==> src/hdl/ssdp_srp_pkg.sv <==
`timescale 1ns / 1ps
// ----------------------------------------------------------------------------
// SSDP request parser package
// Shared types, phase and header codes, literal tokens and default sizes.
// ----------------------------------------------------------------------------
package ssdp_srp_pkg;

   localparam int TOKEN_DEPTH_DEF  = 32;
   localparam int METHOD_LIMIT_DEF = 16;
   localparam int URI_LIMIT_DEF    = 16;

   localparam logic [2:0] PH_METHOD = 3'd0;
   localparam logic [2:0] PH_URI    = 3'd1;
   localparam logic [2:0] PH_PROTO  = 3'd2;
   localparam logic [2:0] PH_KEY    = 3'd3;
   localparam logic [2:0] PH_VALUE  = 3'd4;
   localparam logic [2:0] PH_ABORT  = 3'd5;

   localparam logic [1:0] HD_NONE = 2'd0;
   localparam logic [1:0] HD_MAN  = 2'd1;
   localparam logic [1:0] HD_ST   = 2'd2;
   localparam logic [1:0] HD_MX   = 2'd3;

   localparam logic [1:0] MTH_NONE    = 2'd0;
   localparam logic [1:0] MTH_MSEARCH = 2'd1;
   localparam logic [1:0] MTH_NOTIFY  = 2'd2;

   localparam logic [7:0] CH_SPACE = 8'h20;
   localparam logic [7:0] CH_CR    = 8'h0D;
   localparam logic [7:0] CH_LF    = 8'h0A;
   localparam logic [7:0] CH_COLON = 8'h3A;

   localparam logic [2:0] RUN_MAX   = 3'd7;
   localparam logic [2:0] RUN_EOL   = 3'd2;
   localparam logic [2:0] RUN_BLANK = 3'd4;

   localparam logic [63:0] LIT_MSEARCH = "M-SEARCH";
   localparam logic [63:0] LIT_NOTIFY  = "NOTIFY";
   localparam logic [63:0] LIT_STAR    = "*";
   localparam logic [63:0] LIT_SSDPALL = "ssdp:all";
   localparam logic [63:0] LIT_ST      = "ST";
   localparam logic [63:0] LIT_MX      = "MX";
   localparam logic [63:0] LIT_MA      = "MA";

   localparam logic [3:0] LEN_MSEARCH = 4'd8;
   localparam logic [3:0] LEN_NOTIFY  = 4'd6;
   localparam logic [3:0] LEN_STAR    = 4'd1;
   localparam logic [3:0] LEN_SSDPALL = 4'd8;
   localparam logic [3:0] LEN_TWO     = 4'd2;

   typedef struct packed {
      logic [7:0] data;
      logic       pkt_start;
      logic       pkt_end;
      logic       brk;
      logic       space;
      logic       colon;
      logic [2:0] run;
   } beat_type;

endpackage

==> src/hdl/ssdp_srp_front.sv <==
`timescale 1ns / 1ps
// ----------------------------------------------------------------------------
// SSDP request parser front end
// Accepts request beats, classifies each byte and counts line break runs.
// ----------------------------------------------------------------------------
module ssdp_srp_front (
   input  logic                   clock,
   input  logic                   reset,
   input  logic                   req_valid,
   output logic                   req_ready,
   input  logic [7:0]             req_data_byte,
   input  logic                   req_packet_start,
   input  logic                   req_packet_end,
   input  logic                   q_full,
   output logic                   push,
   output ssdp_srp_pkg::beat_type beat
);
   import ssdp_srp_pkg::*;

   logic [2:0] run_ff;
   logic [2:0] run_in;
   logic       brk;
   logic [2:0] run_base;

   assign req_ready = !q_full;
   assign push      = req_valid && !q_full;
   assign brk       = (req_data_byte == CH_CR) || (req_data_byte == CH_LF);
   assign run_base  = req_packet_start ? 3'd0 : run_ff;

   always_comb begin
      if (!brk) begin
         run_in = 3'd0;
      end else if (run_base == RUN_MAX) begin
         run_in = RUN_MAX;
      end else begin
         run_in = run_base + 3'd1;
      end
   end

   always_comb begin
      beat.data      = req_data_byte;
      beat.pkt_start = req_packet_start;
      beat.pkt_end   = req_packet_end;
      beat.brk       = brk;
      beat.space     = (req_data_byte == CH_SPACE);
      beat.colon     = (req_data_byte == CH_COLON);
      beat.run       = run_in;
   end

   always_ff @(posedge clock) begin
      if (reset) begin
         run_ff <= 3'd0;
      end else if (push) begin
         run_ff <= run_in;
      end
   end

endmodule

==> src/hdl/ssdp_srp_queue.sv <==
`timescale 1ns / 1ps
// ----------------------------------------------------------------------------
// SSDP request parser beat queue
// Two-entry queue of classified beats between front end and back end.
// ----------------------------------------------------------------------------
module ssdp_srp_queue (
   input  logic                   clock,
   input  logic                   reset,
   input  logic                   push,
   input  ssdp_srp_pkg::beat_type push_beat,
   input  logic                   pop,
   output logic                   q_valid,
   output logic                   q_full,
   output ssdp_srp_pkg::beat_type q_beat
);
   import ssdp_srp_pkg::*;

   beat_type   mem_ff [2];
   logic       wr_ptr_ff;
   logic       rd_ptr_ff;
   logic [1:0] count_ff;
   logic [1:0] count_in;

   assign q_valid = (count_ff != 2'd0);
   assign q_full  = (count_ff == 2'd2);
   assign q_beat  = mem_ff[rd_ptr_ff];

   always_comb begin
      count_in = count_ff;
      if (push && !pop) begin
         count_in = count_ff + 2'd1;
      end else if (pop && !push) begin
         count_in = count_ff - 2'd1;
      end
   end

   always_ff @(posedge clock) begin
      if (push) begin
         mem_ff[wr_ptr_ff] <= push_beat;
      end
   end

   always_ff @(posedge clock) begin
      if (reset) begin
         wr_ptr_ff <= 1'b0;
         rd_ptr_ff <= 1'b0;
         count_ff  <= 2'd0;
      end else begin
         if (push) begin
            wr_ptr_ff <= !wr_ptr_ff;
         end
         if (pop) begin
            rd_ptr_ff <= !rd_ptr_ff;
         end
         count_ff <= count_in;
      end
   end

   a_no_push_full: assert property (@(posedge clock) disable iff (reset)
      q_full |-> !push) else $error("beat written into full queue");
   a_no_pop_empty: assert property (@(posedge clock) disable iff (reset)
      pop |-> q_valid) else $error("beat read from empty queue");

endmodule

==> src/hdl/ssdp_srp_back.sv <==
`timescale 1ns / 1ps
// ----------------------------------------------------------------------------
// SSDP request parser back end
// Runs the request phase machine, token match flags and MX conversion.
// ----------------------------------------------------------------------------
module ssdp_srp_back #(
   parameter int TOKEN_DEPTH  = ssdp_srp_pkg::TOKEN_DEPTH_DEF,
   parameter int METHOD_LIMIT = ssdp_srp_pkg::METHOD_LIMIT_DEF,
   parameter int URI_LIMIT    = ssdp_srp_pkg::URI_LIMIT_DEF
) (
   input  logic                   clock,
   input  logic                   reset,
   input  logic                   q_valid,
   input  ssdp_srp_pkg::beat_type q_beat,
   output logic                   pop,
   output logic                   rsp_valid,
   input  logic                   rsp_ready,
   output logic                   rsp_accepted,
   output logic                   rsp_rejected,
   output logic [1:0]             rsp_method_kind,
   output logic [15:0]            rsp_mx_seconds
);
   import ssdp_srp_pkg::*;

   localparam int FW      = $clog2(TOKEN_DEPTH);
   localparam int DLIM_I  = TOKEN_DEPTH - 1;
   localparam int MLIM_I  = (METHOD_LIMIT - 1 < DLIM_I) ? METHOD_LIMIT - 1 : DLIM_I;
   localparam int ULIM_I  = (URI_LIMIT - 1 < DLIM_I) ? URI_LIMIT - 1 : DLIM_I;
   localparam logic [FW-1:0] DLIM = FW'(DLIM_I);
   localparam logic [FW-1:0] MLIM = FW'(MLIM_I);
   localparam logic [FW-1:0] ULIM = FW'(ULIM_I);

   localparam logic [1:0] NUM_SKIP = 2'd0;
   localparam logic [1:0] NUM_DIG  = 2'd1;
   localparam logic [1:0] NUM_DONE = 2'd2;

   typedef struct packed {
      logic [FW-1:0] tlen;
      logic          zcut;
      logic          pm_msearch;
      logic          pm_notify;
      logic          pm_star;
      logic          pm_ssdpall;
      logic          pm_st;
      logic          pm_mx;
      logic          pm_ma;
      logic [1:0]    num_st;
      logic          neg;
      logic [15:0]   acc;
   } desc_type;

   function automatic desc_type desc_clear();
      desc_type d;
      d            = '0;
      d.pm_msearch = 1'b1;
      d.pm_notify  = 1'b1;
      d.pm_star    = 1'b1;
      d.pm_ssdpall = 1'b1;
      d.pm_st      = 1'b1;
      d.pm_mx      = 1'b1;
      d.pm_ma      = 1'b1;
      d.num_st     = NUM_SKIP;
      return d;
   endfunction

   function automatic logic pm_step(logic pm, logic [63:0] lit, logic [3:0] n,
                                    logic [FW-1:0] k, logic [7:0] c);
      logic       hit;
      logic [5:0] sh;
      hit = 1'b1;
      sh  = 6'd0;
      if (k < FW'(n)) begin
         sh  = {3'(n - 4'd1 - {1'b0, k[2:0]}), 3'b000};
         hit = (c == lit[sh +: 8]);
      end
      return pm && hit;
   endfunction

   function automatic desc_type desc_push(desc_type d_in, logic [FW-1:0] k,
                                          logic [7:0] c);
      desc_type    d;
      logic        isdig;
      logic        isws;
      logic [3:0]  dig;
      logic [19:0] prod;
      d     = (k == '0) ? desc_clear() : d_in;
      isdig = (c >= "0") && (c <= "9");
      isws  = (c == CH_SPACE) || ((c >= 8'd9) && (c <= 8'd13));
      dig   = 4'(c - "0");
      prod  = 20'(d.acc) * 20'd10 + 20'(dig);
      if (!d.zcut) begin
         if (c == 8'h00) begin
            d.zcut = 1'b1;
         end else begin
            d.tlen       = k + FW'(1);
            d.pm_msearch = pm_step(d.pm_msearch, LIT_MSEARCH, LEN_MSEARCH, k, c);
            d.pm_notify  = pm_step(d.pm_notify, LIT_NOTIFY, LEN_NOTIFY, k, c);
            d.pm_star    = pm_step(d.pm_star, LIT_STAR, LEN_STAR, k, c);
            d.pm_ssdpall = pm_step(d.pm_ssdpall, LIT_SSDPALL, LEN_SSDPALL, k, c);
            d.pm_st      = pm_step(d.pm_st, LIT_ST, LEN_TWO, k, c);
            d.pm_mx      = pm_step(d.pm_mx, LIT_MX, LEN_TWO, k, c);
            d.pm_ma      = pm_step(d.pm_ma, LIT_MA, LEN_TWO, k, c);
            case (d.num_st)
               NUM_SKIP: begin
                  if (isws) begin
                     d.num_st = NUM_SKIP;
                  end else if ((c == "+") || (c == "-")) begin
                     d.neg    = (c == "-");
                     d.num_st = NUM_DIG;
                  end else if (isdig) begin
                     d.acc    = 16'(dig);
                     d.num_st = NUM_DIG;
                  end else begin
                     d.num_st = NUM_DONE;
                  end
               end
               NUM_DIG: begin
                  if (isdig) begin
                     d.acc = (prod > 20'd65535) ? 16'hFFFF : 16'(prod);
                  end else begin
                     d.num_st = NUM_DONE;
                  end
               end
               default: begin
                  d.num_st = d.num_st;
               end
            endcase
         end
      end
      return d;
   endfunction

   function automatic logic text_is(logic pm, logic [FW-1:0] tlen, logic [3:0] n);
      return pm && (tlen == FW'(n));
   endfunction

   logic [2:0]    phase_ff, phase_in, ph_cur;
   logic [1:0]    hdr_ff, hdr_in, hd_cur;
   logic [FW-1:0] fill_ff, fill_in, fill_cur;
   logic [1:0]    meth_ff, meth_in, meth_cur;
   logic          pend_ff, pend_in, pend_cur;
   logic [15:0]   mx_ff, mx_in, mx_cur;
   desc_type      desc_ff, desc_in, desc_cur, desc_app;
   logic          app_en;
   logic [FW-1:0] app_lim;
   logic [1:0]    meth_new;

   logic          rsp_valid_ff, rsp_valid_in;
   logic          acc_ff, rej_ff;
   logic [1:0]    mk_ff;
   logic [15:0]   mxs_ff;

   assign pop = q_valid && (!q_beat.pkt_end || !rsp_valid_ff || rsp_ready);

   always_comb begin
      ph_cur   = q_beat.pkt_start ? PH_METHOD : phase_ff;
      hd_cur   = q_beat.pkt_start ? HD_NONE : hdr_ff;
      fill_cur = q_beat.pkt_start ? '0 : fill_ff;
      meth_cur = q_beat.pkt_start ? MTH_NONE : meth_ff;
      pend_cur = q_beat.pkt_start ? 1'b0 : pend_ff;
      mx_cur   = q_beat.pkt_start ? 16'd0 : mx_ff;
      desc_cur = q_beat.pkt_start ? desc_clear() : desc_ff;
      desc_app = desc_push(desc_cur, fill_cur, q_beat.data);

      phase_in = ph_cur;
      hdr_in   = hd_cur;
      fill_in  = fill_cur;
      meth_in  = meth_cur;
      pend_in  = pend_cur;
      mx_in    = mx_cur;
      app_en   = 1'b0;
      app_lim  = DLIM;
      meth_new = meth_cur;

      case (ph_cur)
         PH_METHOD: begin
            if (q_beat.space) begin
               if (text_is(desc_cur.pm_msearch, desc_cur.tlen, LEN_MSEARCH)) begin
                  meth_new = MTH_MSEARCH;
               end else if (text_is(desc_cur.pm_notify, desc_cur.tlen, LEN_NOTIFY)) begin
                  meth_new = MTH_NOTIFY;
               end
               meth_in  = meth_new;
               phase_in = (meth_new == MTH_NONE) ? PH_ABORT : PH_URI;
               fill_in  = '0;
            end else begin
               app_en  = 1'b1;
               app_lim = MLIM;
            end
         end
         PH_URI: begin
            if (q_beat.space) begin
               phase_in = text_is(desc_cur.pm_star, desc_cur.tlen, LEN_STAR) ?
                          PH_PROTO : PH_ABORT;
               fill_in  = '0;
            end else begin
               app_en  = 1'b1;
               app_lim = ULIM;
            end
         end
         PH_PROTO: begin
            if (q_beat.run == RUN_EOL) begin
               phase_in = PH_KEY;
               fill_in  = '0;
            end
         end
         PH_KEY: begin
            if (q_beat.run == RUN_BLANK) begin
               pend_in = 1'b1;
            end else if (q_beat.space) begin
               fill_in  = '0;
               phase_in = PH_VALUE;
            end else if (!q_beat.brk && !q_beat.colon) begin
               app_en = 1'b1;
            end
         end
         PH_VALUE: begin
            if (q_beat.run == RUN_EOL) begin
               if ((hd_cur == HD_ST) &&
                   !text_is(desc_cur.pm_ssdpall, desc_cur.tlen, LEN_SSDPALL)) begin
                  phase_in = PH_ABORT;
               end else begin
                  if (hd_cur == HD_MX) begin
                     mx_in = desc_cur.neg ? 16'd0 : desc_cur.acc;
                  end
                  phase_in = PH_KEY;
                  hdr_in   = HD_NONE;
                  fill_in  = '0;
               end
            end else if (!q_beat.brk) begin
               if (hd_cur == HD_NONE) begin
                  if (desc_cur.pm_ma && (desc_cur.tlen >= FW'(2))) begin
                     hdr_in = HD_MAN;
                  end else if (text_is(desc_cur.pm_st, desc_cur.tlen, LEN_TWO)) begin
                     hdr_in = HD_ST;
                  end else if (text_is(desc_cur.pm_mx, desc_cur.tlen, LEN_TWO)) begin
                     hdr_in = HD_MX;
                  end
               end
               app_en = 1'b1;
            end
         end
         PH_ABORT: begin
            pend_in = 1'b0;
            mx_in   = 16'd0;
         end
         default: begin
            phase_in = ph_cur;
         end
      endcase

      desc_in = desc_cur;
      if (app_en && (fill_cur < app_lim)) begin
         desc_in = desc_app;
         fill_in = fill_cur + FW'(1);
      end
   end

   always_comb begin
      rsp_valid_in = rsp_valid_ff;
      if (pop && q_beat.pkt_end) begin
         rsp_valid_in = 1'b1;
      end else if (rsp_ready) begin
         rsp_valid_in = 1'b0;
      end
   end

   always_ff @(posedge clock) begin
      if (reset) begin
         phase_ff     <= PH_METHOD;
         hdr_ff       <= HD_NONE;
         fill_ff      <= '0;
         meth_ff      <= MTH_NONE;
         pend_ff      <= 1'b0;
         mx_ff        <= 16'd0;
         desc_ff      <= desc_clear();
         rsp_valid_ff <= 1'b0;
      end else begin
         if (pop) begin
            phase_ff <= phase_in;
            hdr_ff   <= hdr_in;
            fill_ff  <= fill_in;
            meth_ff  <= meth_in;
            pend_ff  <= pend_in;
            mx_ff    <= mx_in;
            desc_ff  <= desc_in;
         end
         rsp_valid_ff <= rsp_valid_in;
      end
   end

   always_ff @(posedge clock) begin
      if (pop && q_beat.pkt_end) begin
         acc_ff <= pend_in;
         rej_ff <= (phase_in == PH_ABORT);
         mk_ff  <= meth_in;
         mxs_ff <= mx_in;
      end
   end

   assign rsp_valid       = rsp_valid_ff;
   assign rsp_accepted    = acc_ff;
   assign rsp_rejected    = rej_ff;
   assign rsp_method_kind = mk_ff;
   assign rsp_mx_seconds  = mxs_ff;

   a_fill_bound: assert property (@(posedge clock) disable iff (reset)
      fill_ff <= DLIM) else $error("token cursor past store depth");
   a_method_known: assert property (@(posedge clock) disable iff (reset)
      (phase_ff == PH_URI || phase_ff == PH_PROTO || phase_ff == PH_KEY ||
       phase_ff == PH_VALUE) |-> (meth_ff != MTH_NONE))
      else $error("request line passed without a known method");
   a_header_phase: assert property (@(posedge clock) disable iff (reset)
      (hdr_ff != HD_NONE) |-> (phase_ff == PH_VALUE || phase_ff == PH_ABORT))
      else $error("header kind held outside value phase");
   a_result_held: assert property (@(posedge clock) disable iff (reset)
      (rsp_valid_ff && !rsp_ready) |=> (rsp_valid_ff && $stable(mxs_ff)))
      else $error("pending result lost");

endmodule

==> src/hdl/ssdp_search_request_parser.sv <==
`timescale 1ns / 1ps
// ----------------------------------------------------------------------------
// SSDP search request parser
// Parses one datagram a byte per beat and reports the request outcome.
// ----------------------------------------------------------------------------
// The parser takes one payload byte per clock cycle while the queue has room.
// A front end accepts and classifies each byte (line break, space, colon,
// running CR/LF count) and writes it into a two-entry queue; the back end
// drains it at one byte per cycle, holding a last byte while a result is
// unread, and advances the request phase, per-literal match flags and the MX
// decimal accumulator. On a last beat the result is registered as it is
// popped, then waits in the output register while further bytes flow into
// the queue. Token text is tracked through match flags and never stored, so
// there is no memory and no clearing pass after reset.
module ssdp_search_request_parser #(
   parameter int TOKEN_DEPTH  = ssdp_srp_pkg::TOKEN_DEPTH_DEF,
   parameter int METHOD_LIMIT = ssdp_srp_pkg::METHOD_LIMIT_DEF,
   parameter int URI_LIMIT    = ssdp_srp_pkg::URI_LIMIT_DEF
) (
   input  logic        clock,
   input  logic        reset,
   input  logic        req_valid,
   output logic        req_ready,
   input  logic [7:0]  req_data_byte,
   input  logic        req_packet_start,
   input  logic        req_packet_end,
   output logic        rsp_valid,
   input  logic        rsp_ready,
   output logic        rsp_accepted,
   output logic        rsp_rejected,
   output logic [1:0]  rsp_method_kind,
   output logic [15:0] rsp_mx_seconds
);
   import ssdp_srp_pkg::*;

   logic     push;
   logic     pop;
   logic     q_valid;
   logic     q_full;
   beat_type push_beat;
   beat_type q_beat;

   ssdp_srp_front u_front (
      .clock            (clock),
      .reset            (reset),
      .req_valid        (req_valid),
      .req_ready        (req_ready),
      .req_data_byte    (req_data_byte),
      .req_packet_start (req_packet_start),
      .req_packet_end   (req_packet_end),
      .q_full           (q_full),
      .push             (push),
      .beat             (push_beat)
   );

   ssdp_srp_queue u_queue (
      .clock     (clock),
      .reset     (reset),
      .push      (push),
      .push_beat (push_beat),
      .pop       (pop),
      .q_valid   (q_valid),
      .q_full    (q_full),
      .q_beat    (q_beat)
   );

   ssdp_srp_back #(
      .TOKEN_DEPTH  (TOKEN_DEPTH),
      .METHOD_LIMIT (METHOD_LIMIT),
      .URI_LIMIT    (URI_LIMIT)
   ) u_back (
      .clock           (clock),
      .reset           (reset),
      .q_valid         (q_valid),
      .q_beat          (q_beat),
      .pop             (pop),
      .rsp_valid       (rsp_valid),
      .rsp_ready       (rsp_ready),
      .rsp_accepted    (rsp_accepted),
      .rsp_rejected    (rsp_rejected),
      .rsp_method_kind (rsp_method_kind),
      .rsp_mx_seconds  (rsp_mx_seconds)
   );

endmodule

==> config.mk <==
export PLATFORM = sky130hd
export DESIGN_NAME = ssdp_search_request_parser
export DESIGN_NICKNAME = d
export VERILOG_FILES = /design/src/hdl/ssdp_srp_pkg.sv /design/src/hdl/ssdp_srp_front.sv /design/src/hdl/ssdp_srp_queue.sv /design/src/hdl/ssdp_srp_back.sv /design/src/hdl/ssdp_search_request_parser.sv
export SDC_FILE = /design/constraint.sdc
export NUM_CORES = 1
export LEC_CHECK = 0
export BUFFER_PORTS_ARGS = -buffer_cell sky130_fd_sc_hd__buf_2
export CORE_ASPECT_RATIO = 1.2
export CORE_MARGIN = 3
export CORE_UTILIZATION = 30
export CTS_BUF_LIST = sky130_fd_sc_hd__clkbuf_2
export DETAILED_ROUTE_END_ITERATION = 8
export HOLD_SLACK_MARGIN = 0.08
export MAX_ROUTING_LAYER = met4
export SYNTH_ARGS = -nofsm -noshare
export SYNTH_HDL_FRONTEND = slang
export SYNTH_SLANG_ARGS = --single-unit
==> constraint.sdc <==
create_clock -name clock -period 5.75 [get_ports clock]
set_input_delay 0.8625 -clock clock [delete_from_list [all_inputs] [get_ports clock]]
set_output_delay 0.8625 -clock clock [all_outputs]
set_load 0.02 [all_outputs]
* After elaboration in Yosys (flattened, before gate mapping)
Memory sizes are Yosys's and may differ from the RTL's. A register that Yosys moved wholly into a read port is not among the register bits.
Cells that the tools add are included.
** Cells by class
- Add/subtract/negate cells :: 10
- Multipliers :: 1
- $lt $le $gt $ge :: 11
- Eq/ne operators :: 31
- Shift operators :: 7
- Mux-type cells :: 105
- Reduce and logical (&&, ||, !) cells :: 49
** Operator list (number)
- $shiftx A64 B7 Y8 const A :: 7
- $mux W16 :: 9
- $mux W32 :: 4
- $pmux W16 S2 :: 2
- $eq A8 B8 Y1 :: 7
- $mux W5 :: 10
- $mux W2 :: 22
- $eq A8 B6 Y1 const B :: 5
- $mux W3 :: 13
- $mux W1 :: 38
- $mux W26 :: 1
- $logic_and A1 B1 Y1 :: 24
- $add A20 B4 Y20 :: 1
- $gt A20 B16 Y1 const B :: 1
- $pmux W5 S4 :: 1
- $mul A16 B3 Y19 const B :: 1
- $mux W17 :: 1
- $eq A8 B4 Y1 const B :: 2
- $eq A3 B3 Y1 const B :: 5
- $pmux W3 S5 :: 1
- $logic_not A1 Y1 :: 10
- $eq A3 B2 Y1 const B :: 3
- $ge A8 B4 Y1 const B :: 1
- $ge A8 B6 Y1 const B :: 1
- 32 further kinds :: 44
** Storage, ports and cells
- Register bits after elaboration :: 89
- RAM bits :: 32
- Bits of input ports :: 14
- Output and inout bits :: 22
- Word-level logic and storage cells :: 242
- Memories kept :: 1
** Memory list
- u_queue.mem_ff :: words 2, bits a word 16, read ports 1, clocked after Yosys merged registers in 1, wr ports 1, RTL line ssdp_srp_queue.sv:18 : beat_type mem_ff [2];

* Depth between registers and ports, before layout
- Depth after elaboration :: 12
- Gate-level depth with buffers :: 23
- Depth with buffers taken out :: 18

* Cells and area by module
From an unflattened synthesis, not the netlist that was laid out.
** Unflattened totals
- Cells, all modules :: 971
- Area total of the unflattened synthesis :: 8234.1 sq um
** By module, submodules not included
- ssdp_srp_back :: times used 1, cells each 854, area an instance 6530.0 sq um, sequential area each 1841.8 sq um
- ssdp_srp_queue :: times used 1, cells each 72, area an instance 1363.8 sq um, sequential area each 1061.0 sq um
- ssdp_srp_front :: times used 1, cells each 45, area an instance 340.3 sq um, sequential area each 60.1 sq um

* Least setup slack after synthesis
Ideal clock, no wire load.
- Path type :: register to register
- From :: register with a tool-made name
- To :: register u_back.desc_ff[7] in the netlist's numbering
- Setup time :: 124 ps
- Data arrival time :: 5489 ps
- Required time :: 5626 ps
- Path slack :: 136 ps
- Cell stages (with the launch flop) :: 24
- Buffers on the path :: 5
- Clock period less this slack :: 5614 ps
- Cells stage by stage :: dfxtp_1 buf_4 mux2i_2 and2_0 clkbuf_1 inv_1 ha_1 or4b_1 clkbuf_1 nand2_1 clkbuf_1 nor2_1 ha_1 fa_1 xnor2_2 a2111o_1 a211oi_4 nand2_1 nor4_2 and4_4 o21ai_4 buf_6 nor3_1 a211oi_2
** RTL lines
- end signal, assigned :: RTL line ssdp_srp_back.sv:276 : desc_ff <= desc_clear();
- end signal, assigned :: RTL line ssdp_srp_back.sv:286 : desc_ff <= desc_in;
- end, declared :: RTL line ssdp_srp_back.sv:143 : desc_type desc_ff, desc_in, desc_cur, desc_app;

==> results_dict.tcl <==
set metrics [dict create \
    hold_path.class "in2reg" \
    dp_hpwl_um 16300 \
    fp-row-count 65 \
    dr.pass1.iters 5 \
    place_inst 1309 \
    syn2layout_area_growth_pct 8.76 \
    fill_cells 2838 \
    cts_root_buf "clkbuf_2" \
    seq_area_frac_synth_pct 36.0 \
    peakVddDrop_uv 215 \
    criticalPathCategory "reg2reg" \
    core_area_um2 26700 \
    clock_latency_ns 0.69 \
    synth_nets 1028 \
    arrival_ns 5.81 \
    dpl_cell_area_um2 8740 \
    crit_chain "mux2i_4, and2_0, inv_1, ha_1, or4b_1, and3_1, and2_1, ha_1, fa_1, xnor2_2, a2111o_1, a211oi_4, nand4_2, or3_4, and4_4, o21ai_4, o211ai_1, a211oi_2" \
    wl_per_cell_um 16.9 \
    nets 1039 \
    synth.area.top_cells "edfxtp_1 19%, dfxtp_1 17%, a21oi_1 5.9%" \
    worst_pin_slew_ns 1.08 \
    slowest_delay_ns 0.56 \
    drc 0 \
    pwr-share-clk_pct 14.8 \
    synth-edff-count 52 \
    status "complete, no violations" \
    cp.required_ns 6.37 \
    synth-main-ff-cell "dfxtp_1" \
    postLayoutCellArea_um2 8950 \
    drv_slew 0 \
    die-area_um2 29500 \
    synth_warnings 0 \
    finClkSkew_ns 0.0344 \
    synth_top_area_share_pct 19.0 \
    cts_max_level 4 \
    cts.clk_slew.worst_paths_ns 0.18 \
    io_buffers 35 \
    grt_max_degree 41 \
    dieWidth_um 157 \
    ios 36 \
    gp_congestion 0.911 \
    combPwrFrac_pct 50.7 \
    synth_cell_types 94 \
    finalHoldViolCount 0 \
    whs_path_depth 1 \
    drtIter0Drc 651 \
    clock_sinks 122 \
    worst_path_max_delay_cell "or4b_1" \
    start_kind "flop" \
    power.density_nw_per_um2 388 \
    initial_utilization_pct 30.8 \
    setup_viol 0 \
    tritoncts "done" \
    p_int_uw 1830 \
    cts_buffers 17 \
    via_count 7494 \
    place_ws_ns 0.543 \
    end_kind "flop" \
    fin_ws_ns 0.557 \
    grt_pass1_vias 7030 \
    path_max_fanout 14 \
    reg2reg_depth 18 \
    syn_area_um2 8230 \
    fin_tns_setup_ns 0 \
    post_cts_buffers 0 \
    hold_buffers 0 \
    grt_pass1_wl_um 36400 \
    pwr-share-seq_pct 34.5 \
    p_sw_share_pct 47.3 \
    syn_inst 982 \
    period_needed_ns 5.19 \
    antenna_found_initial 0 \
    antenna_left 0 \
    p_sw_uw 1640 \
    wirelength_um 22700 \
    async_flop_share_pct 0 \
    cts_resized 0 \
    p_leak_uw 0.00313 \
    grt_overflow 0 \
    grtUsageTotal_pct 15.6 \
    num_antenna_cells 0 \
    fmax_mhz 193 \
    layout.cells.non_filler 1341 \
    hold_ws_ns 0.366 \
    drive_gt1_share_pct 12.2 \
    clockBufferDepth 2 \
    cap_violations 0 \
    period_share_pct 90.3 \
    path_common_cell "ha_1" \
    max_slew_margin_pct 27.7 \
    viasPerCell 5.59 \
    yosysTopAreaCell "edfxtp_1" \
    die_h_um 187 \
    avgSynthCellArea_um2 8.38 \
    rsz0062_at_grt "no" \
    synth-seq-cells 122 \
]
==> cell usage after synthesis, types with 8 or more instances <==
cell	number
nand2_1	113
nor2_1	98
a21oi_1	97
dfxtp_1	70
edfxtp_1	52
clkbuf_1	47
o21ai_0	43
xnor2_1	39
ha_1	31
nor3_1	30
nand3_1	28
and3_1	23
a22o_1	17
inv_1	16
xor2_1	16
nand2b_1	13
mux2i_1	12
nor4_1	12
a31oi_1	11
nor2b_1	11
o211ai_1	11
o21ai_1	9
o22ai_1	9
or4_1	9
a211oi_1	8
and2_1	8
buf_1	8
==> critical path: cells and delay by family, from the launching register on <==
kind / cells / cell delay (ns)
AND/OR/NAND/NOR: 7 / 1.91
AO/OA/AOI/OAI: 5 / 1.55
adder cells (fa/ha/maj): 3 / 0.84
flip-flops: 1 / 0.37
multiplexers: 1 / 0.20
XOR/XNOR: 1 / 0.20
buffers and inverters: 1 / 0.08
==> final timing paths <==
kind	slack, ns	end	from
max	0.56	u_back.desc_ff[7]	flop
min reg2reg	0.47	u_front.run_ff[0]	u_front.run_ff[0]
max reg2reg	0.56	u_back.desc_ff[7]	flop
min	0.37	u_queue.mem_ff[0][6]	req_packet_end
==> layer usage <==
layer	GRT usage (%)	wire length, um	vias to the layer above
met5	-	0	-
met4	6.21	884	0
li1	-	-	3635
met2	25.2	10900	233
met3	2.80	1080	69
met1	19.2	9820	3557
==> per-stage QoR <==
stage / total power, uW / utilization (%)
CTS: 3470 / 33.5
detailed placement: 2950 / 32.8
global route: 3700 / 33.5
floorplan: 2450 / -
finish: 3470 / 33.5
global placement: 2940 / 32.8
==> cells in the final DEF, fill, tap and decap left out, types with 7 or more instances in the layout <==
| cell type | instances |
|---|---|
| a21o_1 | 7 |
| o21ai_0 | 43 |
| nand3_1 | 28 |
| clkbuf_2 | 21 |
| o21ai_1 | 9 |
| o22ai_1 | 9 |
| o2111ai_1 | 7 |
| nand2_1 | 113 |
| and3_1 | 23 |
| or4_1 | 9 |
| ha_1 | 31 |
| xor2_1 | 16 |
| and2_1 | 8 |
| buf_2 | 35 |
| nor3_1 | 30 |
| o211ai_1 | 11 |
| nand2b_1 | 13 |
| a22oi_1 | 7 |
| nor2b_1 | 11 |
| a211oi_1 | 8 |
| mux2_2 | 7 |
| nand4_1 | 7 |
| or3_1 | 7 |
| edfxtp_1 | 52 |
| inv_1 | 16 |
| a22o_1 | 17 |
| xnor2_1 | 39 |
| a31oi_1 | 10 |
| nor2_1 | 97 |
| nor4_1 | 11 |
| mux2i_1 | 12 |
| a21oi_1 | 97 |
| dfxtp_1 | 70 |
| buf_4 | 21 |
==> power by group through the flow <==
stage	Clock (uW)	Combinational (uW)	Sequential [uW]
final	514	1760	1200
after global routing	563	1920	1220
after CTS	528	1740	1200
after detailed placement	0	1730	1220
after global placement	0	1720	1210
after floorplan	0	1240	1210
==> logic make-up after synthesis <==
family	after synthesis	synth area share [%]
buffers and inverters	82	4.05
multiplexers	21	2.77
adder cells (fa/ha/maj)	32	4.96
AO/OA/AOI/OAI	281	22.8
AND/OR/NAND/NOR	388	23.3
XOR/XNOR	56	6.05
flip-flops	122	36.0
==> sequential cells by signal, indices dropped and copies added, names as in the netlist, named ones only <==
| register | cells |
|---|---|
| u_back.desc_ff | 32 |
| u_front.run_ff | 3 |
| u_back.rsp_accepted | 1 |
| u_back.rsp_rejected | 1 |
| u_queue.wr_ptr_ff | 1 |
| u_back.meth_ff | 2 |
| u_queue.count_ff | 2 |
| u_back.fill_ff | 5 |
| u_back.mx_ff | 16 |
| u_back.phase_ff | 3 |
| u_back.pend_ff | 1 |
| u_back.hdr_ff | 2 |
| u_queue.mem_ff | 32 |
| u_back.rsp_method_kind | 2 |
| u_back.rsp_mx_seconds | 16 |
| u_back.rsp_valid | 1 |
| u_queue.rd_ptr_ff | 1 |
==> final cells by class <==
| class | instances | area, um^2 | area share (%) |
|---|---|---|---|
| Timing Repair Buffer | 56 | 333 | 3.72 |
| Sequential cell | 122 | 2960 | 33.1 |
| Inverter | 18 | 67.6 | 0.755 |
| Clock inverter | 11 | 105 | 1.17 |
| Tap cell | 335 | 419 | 4.68 |
| Clock buffer | 21 | 105 | 1.17 |
| Multi-Input combinational cell | 778 | 4950 | 55.4 |
Power figures use the tool's default switching activity.
